==> config.mk <==
export PLATFORM = sky130hd
export DESIGN_NAME = windowed_pulse_rate_meter_unit
export DESIGN_NICKNAME = d
export VERILOG_FILES = /design/src/sv/wprm_pkg.sv /design/src/sv/wprm_div.sv /design/src/sv/windowed_pulse_rate_meter_unit.sv
export SDC_FILE = /design/constraint.sdc
export NUM_CORES = 2
export LEC_CHECK = 0
export BUFFER_PORTS_ARGS = -buffer_cell sky130_fd_sc_hd__buf_2
export CAP_MARGIN = 10
export CORE_ASPECT_RATIO = 1.5
export CORE_MARGIN = 2
export CORE_UTILIZATION = 55
export DETAILED_ROUTE_END_ITERATION = 7
export PLACE_DENSITY = 0.71
export SYNTH_ARGS = -nofsm -noshare
export SYNTH_HDL_FRONTEND = slang
export SYNTH_HIERARCHICAL = 1
export SYNTH_SLANG_ARGS = --single-unit
==> constraint.sdc <==
create_clock -name clk -period 17.68 [get_ports clk]
set_input_delay 0.884 -clock clk [delete_from_list [all_inputs] [get_ports clk]]
set_output_delay 0.884 -clock clk [all_outputs]
set_load 0.03 [all_outputs]
==> src/sv/wprm_pkg.sv <==
package wprm_pkg;

  localparam int COUNT_W    = 16;
  localparam int TIME_W     = 32;
  localparam int CPM_W      = 24;
  localparam int FACTOR_W   = 20;
  localparam int THRESH_W   = 24;
  localparam int DOSE_W     = 44;
  localparam int MUL_CONST_W = 16;

  localparam int CFG_IDX_W  = 8;
  localparam int CFG_DATA_W = 24;

  localparam int S_TDATA_W  = 48;
  localparam int M_TDATA_W  = 72;

  localparam logic [MUL_CONST_W-1:0] MS_PER_MIN = 16'd60000;
  localparam logic [CPM_W-1:0]       CPM_MAX    = 24'hFF_FFFF;

  localparam logic [FACTOR_W-1:0] DOSE_FACTOR_RST = 20'd5977;
  localparam logic [THRESH_W-1:0] ALERT_THRESH_RST = 24'd3500;

  localparam logic [CFG_IDX_W-1:0] REG_DOSE_FACTOR     = 8'd0;
  localparam logic [CFG_IDX_W-1:0] REG_ALERT_THRESHOLD = 8'd1;

endpackage

==> src/sv/wprm_div.sv <==
module wprm_div #(
  parameter int DVD_W = 36
) (
  input  logic                         clk,
  input  logic                         rst,
  input  logic                         start,
  input  logic [DVD_W-1:0]             dividend,
  input  logic [wprm_pkg::TIME_W-1:0]  divisor,
  output logic                         done,
  output logic [DVD_W-1:0]             quotient
);

  localparam int CNT_W = $clog2(DVD_W + 1);
  localparam int TW    = wprm_pkg::TIME_W;

  logic               busy;
  logic [CNT_W-1:0]   step;
  logic [DVD_W-1:0]   acc;
  logic [TW:0]        rem;
  logic [TW-1:0]      dvs;
  logic [TW:0]        rem_sh;
  logic [TW:0]        diff;
  logic               take;

  // restoring division, one quotient bit per cycle
  assign rem_sh = {rem[TW-1:0], acc[DVD_W-1]};
  assign diff   = rem_sh - {1'b0, dvs};
  assign take   = ~diff[TW];

  always_ff @(posedge clk) begin
    if (rst) begin
      busy <= 1'b0;
      done <= 1'b0;
      step <= '0;
    end else begin
      done <= 1'b0;
      if (start && !busy) begin
        busy <= 1'b1;
        step <= CNT_W'(DVD_W);
      end else if (busy) begin
        step <= step - CNT_W'(1);
        if (step == CNT_W'(1)) begin
          busy <= 1'b0;
          done <= 1'b1;
        end
      end
    end
  end

  always_ff @(posedge clk) begin
    if (start && !busy) begin
      acc <= dividend;
      rem <= '0;
      dvs <= divisor;
    end else if (busy) begin
      rem <= take ? diff : rem_sh;
      acc <= {acc[DVD_W-2:0], take};
    end
  end

  assign quotient = acc;

endmodule

==> src/sv/windowed_pulse_rate_meter_unit.sv <==
// Steps: read ring, update sum and slot, read oldest stamp, form span and dividend,
//   divide (DVD_W = pulse sum width + 16: 36 bits at WINDOW 16), dose, output.
// Input: one transaction at a time, taken only in the idle state; a zero span
//   skips the serial divider (one quotient bit per cycle), the longest step.
//   A finished result waits in the output register while the next item is taken.
// Reset (rst, synchronous): ring empty, write slot 0, sum 0, registers to defaults.
module windowed_pulse_rate_meter_unit #(
  parameter int WINDOW = 16
) (
  input  logic                                 clk,
  input  logic                                 rst,
  input  logic                                 s_axis_tvalid,
  output logic                                 s_axis_tready,
  // [15:0] pulse_count, [47:16] timestamp_ms
  input  logic [wprm_pkg::S_TDATA_W-1:0]       s_axis_tdata,
  output logic                                 m_axis_tvalid,
  input  logic                                 m_axis_tready,
  // [23:0] cpm, [67:24] dose_rate, [68] high_alert, [71:69] zero
  output logic [wprm_pkg::M_TDATA_W-1:0]       m_axis_tdata,
  input  logic                                 cfg_valid,
  output logic                                 cfg_ready,
  input  logic [wprm_pkg::CFG_IDX_W-1:0]       cfg_index,
  input  logic [wprm_pkg::CFG_DATA_W-1:0]      cfg_data
);

  localparam int SUM_W  = $clog2(WINDOW * 65535 + 1);
  localparam int DVD_W  = SUM_W + wprm_pkg::MUL_CONST_W;
  localparam int SLOT_W = (WINDOW > 1) ? $clog2(WINDOW) : 1;
  localparam int CW     = wprm_pkg::COUNT_W;
  localparam int TW     = wprm_pkg::TIME_W;
  localparam int CPMW   = wprm_pkg::CPM_W;
  localparam int DW     = wprm_pkg::DOSE_W;

  typedef enum logic [8:0] {
    S_IDLE   = 9'b000000001,
    S_READ   = 9'b000000010,
    S_UPDATE = 9'b000000100,
    S_RDTIME = 9'b000001000,
    S_MUL    = 9'b000010000,
    S_DIV    = 9'b000100000,
    S_WAIT   = 9'b001000000,
    S_DOSE   = 9'b010000000,
    S_OUT    = 9'b100000000
  } state_t;

  state_t state;

  logic [wprm_pkg::FACTOR_W-1:0] dose_factor;
  logic [wprm_pkg::THRESH_W-1:0] alert_threshold;

  logic [CW-1:0]     count_mem [WINDOW];
  logic [TW-1:0]     time_mem  [WINDOW];
  logic [SLOT_W-1:0] write_slot;
  logic [SLOT_W-1:0] write_slot_next;
  logic [SLOT_W-1:0] oldest_slot;
  logic              ring_full;
  logic [SUM_W-1:0]  pulse_sum;

  logic [CW-1:0]     in_count;
  logic [TW-1:0]     in_stamp;
  logic [CW-1:0]     old_count;
  logic [TW-1:0]     old_time;
  logic [TW-1:0]     span;
  logic [DVD_W-1:0]  dividend;
  logic [DVD_W-1:0]  quotient;
  logic [CPMW-1:0]   cpm;
  logic [DW-1:0]     dose;
  logic              alert;

  logic [CPMW-1:0]   out_cpm;
  logic [DW-1:0]     out_dose;
  logic              out_alert;

  logic              div_start;
  logic              div_done;

  assign cfg_ready     = 1'b1;
  assign s_axis_tready = (state == S_IDLE);

  assign write_slot_next = (write_slot == SLOT_W'(WINDOW - 1)) ? '0
                                                               : write_slot + SLOT_W'(1);
  assign oldest_slot     = ring_full ? write_slot : '0;

  // configuration
  always_ff @(posedge clk) begin
    if (rst) begin
      dose_factor     <= wprm_pkg::DOSE_FACTOR_RST;
      alert_threshold <= wprm_pkg::ALERT_THRESH_RST;
    end else if (cfg_valid && cfg_ready) begin
      unique case (cfg_index)
        wprm_pkg::REG_DOSE_FACTOR:
          dose_factor <= cfg_data[wprm_pkg::FACTOR_W-1:0];
        wprm_pkg::REG_ALERT_THRESHOLD:
          alert_threshold <= cfg_data[wprm_pkg::THRESH_W-1:0];
        default: ;
      endcase
    end
  end

  // ring memories; reads registered
  always_ff @(posedge clk) begin
    if (state == S_UPDATE) begin
      count_mem[write_slot] <= in_count;
    end
    old_count <= count_mem[write_slot];
  end

  always_ff @(posedge clk) begin
    if (state == S_UPDATE) begin
      time_mem[write_slot] <= in_stamp;
    end
    old_time <= time_mem[oldest_slot];
  end

  wprm_div #(
    .DVD_W(DVD_W)
  ) u_div (
    .clk      (clk),
    .rst      (rst),
    .start    (div_start),
    .dividend (dividend),
    .divisor  (span),
    .done     (div_done),
    .quotient (quotient)
  );

  assign div_start = (state == S_DIV) && (span != '0);

  // sequencer and ring control
  always_ff @(posedge clk) begin
    if (rst) begin
      state         <= S_IDLE;
      write_slot    <= '0;
      ring_full     <= 1'b0;
      pulse_sum     <= '0;
      m_axis_tvalid <= 1'b0;
    end else begin
      // S_OUT handles its own handshake below
      if (m_axis_tvalid && m_axis_tready && state != S_OUT) begin
        m_axis_tvalid <= 1'b0;
      end
      unique case (state)
        S_IDLE: begin
          if (s_axis_tvalid) begin
            state <= S_READ;
          end
        end
        S_READ:   state <= S_UPDATE;
        S_UPDATE: begin
          pulse_sum  <= pulse_sum - (ring_full ? SUM_W'(old_count) : '0) + SUM_W'(in_count);
          write_slot <= write_slot_next;
          if (write_slot_next == '0) begin
            ring_full <= 1'b1;
          end
          state <= S_RDTIME;
        end
        S_RDTIME: state <= S_MUL;
        S_MUL:    state <= S_DIV;
        S_DIV:    state <= (span == '0) ? S_DOSE : S_WAIT;
        S_WAIT: begin
          if (div_done) begin
            state <= S_DOSE;
          end
        end
        S_DOSE:   state <= S_OUT;
        S_OUT: begin
          if (!m_axis_tvalid || m_axis_tready) begin
            m_axis_tvalid <= 1'b1;
            state         <= S_IDLE;
          end
        end
        default:  state <= S_IDLE;
      endcase
    end
  end

  // datapath registers
  always_ff @(posedge clk) begin
    if (state == S_IDLE && s_axis_tvalid) begin
      in_count <= s_axis_tdata[CW-1:0];
      in_stamp <= s_axis_tdata[CW+TW-1:CW];
    end
    if (state == S_MUL) begin
      span     <= in_stamp - old_time;
      dividend <= DVD_W'(pulse_sum) * DVD_W'(wprm_pkg::MS_PER_MIN);
    end
    if (state == S_DIV && span == '0) begin
      cpm <= '0;
    end
    if (state == S_WAIT && div_done) begin
      cpm <= (quotient[DVD_W-1:CPMW] != '0) ? wprm_pkg::CPM_MAX : quotient[CPMW-1:0];
    end
    if (state == S_DOSE) begin
      dose  <= DW'(cpm) * DW'(dose_factor);
      alert <= (cpm > alert_threshold);
    end
    if (state == S_OUT && (!m_axis_tvalid || m_axis_tready)) begin
      out_cpm   <= cpm;
      out_dose  <= dose;
      out_alert <= alert;
    end
  end

  assign m_axis_tdata = {3'b000, out_alert, out_dose, out_cpm};

  // one item at a time
  a_busy_after_accept: assert property (@(posedge clk) disable iff (rst)
    s_axis_tvalid && s_axis_tready |=> !s_axis_tready)
    else $error("input taken twice in a row");

  // alert agrees with cpm and threshold on the presented result
  a_alert_consistent: assert property (@(posedge clk) disable iff (rst)
    m_axis_tvalid |-> (m_axis_tdata[68] == (m_axis_tdata[23:0] > alert_threshold)))
    else $error("high_alert inconsistent with cpm");

  // zero rate gives zero dose
  a_zero_dose: assert property (@(posedge clk) disable iff (rst)
    m_axis_tvalid && (m_axis_tdata[23:0] == '0) |-> (m_axis_tdata[67:24] == '0))
    else $error("nonzero dose at zero cpm");

  // once full the ring stays full
  a_full_sticky: assert property (@(posedge clk) disable iff (rst)
    ring_full |=> ring_full)
    else $error("ring_full cleared");

endmodule

After elaboration in Yosys (flattened, before gate mapping)
Memory sizes are Yosys's and may differ from the RTL's. A register that Yosys moved wholly into a read port is not among the register bits.
Index checks and enable logic that the tools add are counted.

cells by class
  $add $sub $neg = 6
  multiplexer cells = 25
  $mul = 2
  bitwise logic cells = 2
  eq/ne operators = 16
  $lt $le $gt $ge = 1
  reductions and logical operators = 24

operators by type and width
  kind                      number
  $pmux W9 S9               1
  $mux W24                  3
  $mux W36                  2
  $mul A24 B20 Y44          1
  $sub A33 B32 Y33          1
  $logic_not A32 Y1         1
  $mux W32                  1
  $reduce_bool A32 Y1       1
  $sub A32 B32 Y32          1
  $mul A20 B11 Y31 const B  1
  $mux W9                   3
  $gt A24 B24 Y1            1
  $add A20 B16 Y20          1
  $sub A20 B16 Y20          1
  $mux W16                  1
  $mux W6                   2
  $reduce_bool A12 Y1       1
  $eq A9 B1 Y1 const B      1
  $eq A9 B2 Y1 const B      1
  $eq A9 B3 Y1 const B      1
  $eq A9 B4 Y1 const B      1
  $eq A9 B5 Y1 const B      1
  $eq A9 B6 Y1 const B      1
  $eq A9 B7 Y1 const B      1
  24 further kinds          46

word-level totals
  input port bits = 85
  RAM bits = 768
  logic and storage cells = 103
  output and inout bits = 75
  register bits after elaboration = 436
  memories kept = 2

memories
  memory     depth  width  rd ports  clocked after memory_dff  wr ports  RTL line                              text
  time_mem   16     32     1         1                         1         windowed_pulse_rate_meter_unit.sv:52  logic [TW-1:0] time_mem [WINDOW];
  count_mem  16     16     1         1                         1         windowed_pulse_rate_meter_unit.sv:51  logic [CW-1:0] count_mem [WINDOW];

Logic depth before layout (Yosys ltp)
  depth after elaboration = 5
  mapped depth = 26
  depth with buffers taken out = 25

Modules after synthesis
Netlist, hierarchy kept.

by module, submodules not included
  module                          area an instance (um^2)  instances  cells an instance
  windowed_pulse_rate_meter_unit  64997.3                  1          4999
  wprm_div                        6198.4                   1          600

Worst setup path before layout
No wires, ideal clock.

  path type = reg2reg
  start point = register cpm[15]
  end point = register dose[40] (data pin)
  stages on the path, launching flop included = 25
  arrival time = 6.290 ns
  library setup time = 0.259 ns
  slack = 11.131 ns
  cells stage by stage = edfxtp_1 > clkbuf_1 > and2_1 > fa_1 > inv_1 > fa_1 > fa_1 > inv_1 > fa_1 > fa_1 > fa_1 > inv_1 > fa_1 > inv_1 > ha_1 > buf_6 > a21o_1 > a21o_1 > a221o_1 > nor2b_1 > a211o_1 > a21oi_2 > o21ai_2 > a31oi_1 > xnor2_1

between the ends
  longest elaborated chain between the ends = 1

ends and longest elaborated chain
  item                    RTL line                               text
  start, declared         windowed_pulse_rate_meter_unit.sv:66   logic [CPMW-1:0] cpm;
  start signal, assigned  windowed_pulse_rate_meter_unit.sv:191  cpm <= (quotient[DVD_W-1:CPMW] != '0) ? wprm_pkg::CPM_MAX : quotient[CPMW-1:0];
  $mul A24 B20 Y44        windowed_pulse_rate_meter_unit.sv:194  dose <= DW'(cpm) * DW'(dose_factor);
  end signal, assigned    windowed_pulse_rate_meter_unit.sv:194
  end, declared           windowed_pulse_rate_meter_unit.sv:67   logic [DW-1:0] dose;

Every way passes these cells.
A chain may end at the register's enable or synchronous reset.

Final worst setup path
  start point = register dose_factor[2] in the netlist's numbering
  end point = register dose[39] (data pin)

between the ends
  longest elaborated chain between the ends = 1

ends and longest elaborated chain
  item                    RTL line                               text
  start, declared         windowed_pulse_rate_meter_unit.sv:48   logic [wprm_pkg::FACTOR_W-1:0] dose_factor;
  start signal, assigned  windowed_pulse_rate_meter_unit.sv:87   dose_factor <= wprm_pkg::DOSE_FACTOR_RST;
  start signal, assigned  windowed_pulse_rate_meter_unit.sv:92   dose_factor <= cfg_data[wprm_pkg::FACTOR_W-1:0];
  $mul A24 B20 Y44        windowed_pulse_rate_meter_unit.sv:194

Every way passes these cells.

==> impl_results.rst <==
.. list-table::
   :header-rows: 1

   * - Metric
     - Value
   * - Startpoint type of the worst setup path
     - flip-flop
   * - Count of buffers inserted at the top-level ports
     - approximately 160
   * - Via count of the first global-routing pass
     - ~46000
   * - Seq cells post-synth
     - 1252
   * - Critical hold path startpoint
     - s_axis_tdata[34]
   * - Period utilisation layout
     - ~44%
   * - Worst endpoint data arrival time
     - 8.26 ns
   * - Category of the worst setup path capture point
     - flip-flop
   * - Detailed-router iteration count before antenna repair
     - 8
   * - Final standard cell count with taps included and fillers excluded
     - 7496
   * - Area of the die
     - 132400 sq um
   * - Synth Area per Inst
     - 12.72 sq um
   * - Final setup viols
     - 0
   * - Switching power
     - about 1500 uW
   * - Net count, final
     - 6613
   * - Highest net fanout along the worst path
     - 25
   * - Placed instance count
     - ~7300
   * - Overall power
     - between 6000 and 7000 uW
   * - Synth-to-layout area growth
     - 9.031%
   * - Final min period
     - 7.799 ns
   * - Worst slew slack as a fraction of its limit
     - a little under a quarter
   * - DRC viols
     - 0
   * - Footprint of the multi-input gates
     - ~32000 sq um
   * - CTS H-Tree Depth
     - 3
   * - Number of instances on the worst hold path
     - 1
   * - Share of async-settable or async-resettable flops after synthesis
     - 0%
   * - Final setup skew
     - 0.05792 ns
   * - Die X
     - 297.8 um
   * - Number of cells on the worst reg-to-reg path
     - 23
   * - Final sum of negative setup slack
     - 0 ns
   * - Die Span Y
     - 444.7 um
   * - Number of buffers created by CTS
     - roughly 110
   * - Antenna violations before repair
     - 4
   * - Tightest Pin Transition
     - 1.148 ns
   * - Post-synthesis cell type count
     - 93
   * - Post-cts hold buffer count
     - 0
   * - Max-slew violation count
     - 0
   * - Residual antenna-violating net count after detailed routing
     - 0
   * - Layout cell share with drive strength beyond 1
     - a little under an eighth
   * - Sequential group share of total power
     - 51.8%
   * - Number of buffer and inverter instances along the worst setup path
     - 5
   * - Summed instance area of the synthesized netlist
     - around 71000 sq um
   * - Routability-driven placement congestion ratio
     - ~0.93
   * - Power Internal
     - just under 5000 uW
   * - # Max-Cap Violations
     - 0
   * - Worst reg2reg setup slack
     - slightly below 10 ns
   * - Fillcell total
     - 9987
   * - Clock share of power
     - 39.6%
   * - Post-CTS Resized
     - 0
   * - R2r endpoint
     - dose[39]$_DFFE_PP_
   * - Sequential cell area in the final layout
     - 35940 sq um
   * - Most Frequent Cell on Critical Path
     - fa_1
   * - Sinks on Clock Net
     - between 1000 and 1500
   * - Wire length after detailed routing
     - 170700 um
   * - CTS tree
     - built
   * - Power per cell area
     - between 80 and 90 nW/um^2
   * - Core area
     - 128300 sq um
   * - Overall fraction of global-route tracks in use
     - 26.10%
   * - Run status
     - completed
   * - Number of placed I/O pins
     - 160
   * - Setup repair after global routing missed its margin
     - false
   * - Maximum number of pins on one net before global-route repair
     - 99
   * - Wire length of the first global-routing pass
     - 263000 um
   * - Most frequent cells in the layout
     - 1085 x edfxtp_1, 696 x inv_1, 529 x nand2_1
   * - Proportion of power drawn by combinational gates
     - 8.6%
   * - Num rows
     - between 150 and 200
   * - Total via count in the routed design
     - between 40000 and 50000
   * - Launch instance of the worst register-to-register path
     - dose_factor[2]$_SDFFE_PP0P_
   * - Post-synth EDFFs
     - 1085
   * - Proportion of total power due to net switching
     - between 20% and 30%
   * - Sequential share of the synthesized area
     - 50.46%
   * - Number of buffers inserted to repair setup after CTS
     - 0
   * - Starting utilization of the core area
     - a little under three fifths
   * - Later-pin clock latency in the skew report
     - slightly below 0.8 ns
   * - Worst path cell trace
     - and2_1, fa_1, fa_1, inv_1, fa_1, inv_1, fa_1, fa_1, fa_1, inv_1, fa_1, inv_1, ha_1, a21oi_1, o22ai_1, buf_4, o21ai_0, nand4bb_1, o21a_1, a31o_2, a221oi_2, o21ai_1, xor2_1
   * - Detailed Route Iter0 Violations
     - 3185
   * - Vias/cell
     - a little under 6
   * - Clock Tree Buf Depth
     - 3
   * - Classification of the worst-slack hold path
     - primary input to flip-flop
   * - Cell type group with the largest total delay on the critical path
     - adder cells
   * - Worst hold endpoint
     - in_stamp[18]$_DFFE_PP_
   * - Cell with the biggest individual delay on the critical path
     - dfxtp_1
   * - Most common flop cell mapped by yosys
     - edfxtp_1
   * - Required time worst endpoint
     - 18.14 ns
   * - Detail Placement HPWL
     - 112300 um
   * - Maximum single-stage delay on the critical path
     - 1.02 ns
   * - Leak
     - 0.03091 uW
   * - Most common library cell in the layout ignoring fill and taps
     - edfxtp_1
   * - Critical path start-end classification
     - flip-flop to flip-flop
   * - CTS clock-pin slew for the worst setup and hold paths
     - 0.07 ns
   * - Highest Clock Rate
     - 128.2 MHz
   * - Synth warnings
     - 6
   * - Maximum vdd ir drop
     - 0.1004 mV
   * - Aggregate global routing overflow
     - 0
   * - Routed len/inst
     - 22.78 um
   * - Final Hold Vio Count
     - 0
   * - Synth Instances
     - 5599
   * - Cell at the root of the clock tree
     - clkbuf_16
[synthesized netlist by cell type (34+ instances only)]
cell	number	area [sq um]
a211oi_1	49	367.9
a21o_1	77	578.1
a21oi_1	257	1286
a221oi_1	34	297.8
a22oi_1	35	262.8
and2_1	281	1758
clkbuf_1	210	788.3
dfxtp_1	167	3343
edfxtp_1	1085	32580
fa_1	491	9829
ha_1	353	4417
inv_1	698	2620
mux2_2	132	1486
mux2i_1	120	1201
mux4_2	80	1802
nand2_1	532	1997
nand3_1	35	175.2
nor2_1	124	465.5
nor3_1	35	175.2
o21a_1	49	367.9
o21ai_0	195	975.9
xnor2_1	106	928.4
xor2_1	39	341.6
[area by class of cell]
type	count	area share [%]
clock inverter	64	1.049
antenna	2	0.006447
tap	1711	2.758
clock buffer	150	3.965
sequential	1252	46.30
timing repair buffer	224	1.683
inverter	698	3.375
multi-input combinational	3395	40.87
[kinds of logic after synthesis]
family          Yosys count  synth area share, %
other cells               2              0.01055
mux                     333                6.327
fa+ha+maj               844                20.01
buf+inv                 959                5.267
compound gates          892                8.140
simple gates           1172                8.003
flops                  1252                50.46
xor+xnor                145                1.784
[metal layers]
layer | wire (um) | GRT usage [%] | share of wire, %
met5 | 0 | 0 | 0
met4 | 9490 | 13.63 | 5.6
met3 | 9308 | 3.568 | 5.5
met2 | 90850 | 48.03 | 53
met1 | 61100 | 29.33 | 36
[stage by stage]
stage / hold WS (ns) / setup slack [ns] / instance area [sq um] / utilization, %
2_1_floorplan: 0.4003 / 11.13 / 71220 / -
3_3_place_gp: 0.4026 / 10.07 / 73730 / 57.46
3_5_place_dp: 0.4045 / 9.953 / 73730 / 57.46
4_1_cts: 0.2254 / 9.949 / 77620 / 60.49
5_1_grt: 0.2425 / 9.603 / 77630 / 60.49
6_report: 0.2814 / 9.881 / 77630 / 60.49
[power groups by stage]
stage	Combinational (uW)	Clock [uW]	Sequential, uW
2_1_floorplan	406	0	3380
3_3_place_gp	539	0	3400
3_5_place_dp	547	0	3400
4_1_cts	551	2600	3340
5_1_grt	614	2700	3350
6_report	554	2560	3340
[state kept, by name, summed over array words and instances (netlist names), 31 cells and up]
name	cells
in_stamp	32
time_mem	512
out_dose	44
span	32
u_div/dvs	32
old_time	32
count_mem	256
dose	44
u_div/rem	32
dividend	31
u_div/quotient	36
[worst max-delay path by stage]
| stage | endpoint | from | slack, ns | depth (start not counted) |
|---|---|---|---|---|
| 2_1_floorplan | dose[40]$_DFFE_PP_ | cpm[15]$_SDFFCE_PN0P_ | 11.13 | 24 |
| 3_3_place_gp | dose[43]$_DFFE_PP_ | dose_factor[2]$_SDFFE_PP0P_ | 10.07 | 23 |
| 3_5_place_dp | dose[43]$_DFFE_PP_ | dose_factor[2]$_SDFFE_PP0P_ | 9.95 | 23 |
| 4_1_cts | dose[39]$_DFFE_PP_ | dose_factor[2]$_SDFFE_PP0P_ | 9.95 | 23 |
| 5_1_grt | dose[39]$_DFFE_PP_ | dose_factor[2]$_SDFFE_PP0P_ | 9.60 | 23 |
| 6_report | dose[39]$_DFFE_PP_ | dose_factor[2]$_SDFFE_PP0P_ | 9.88 | 23 |
No activity file was read; power rests on OpenSTA's default activity.
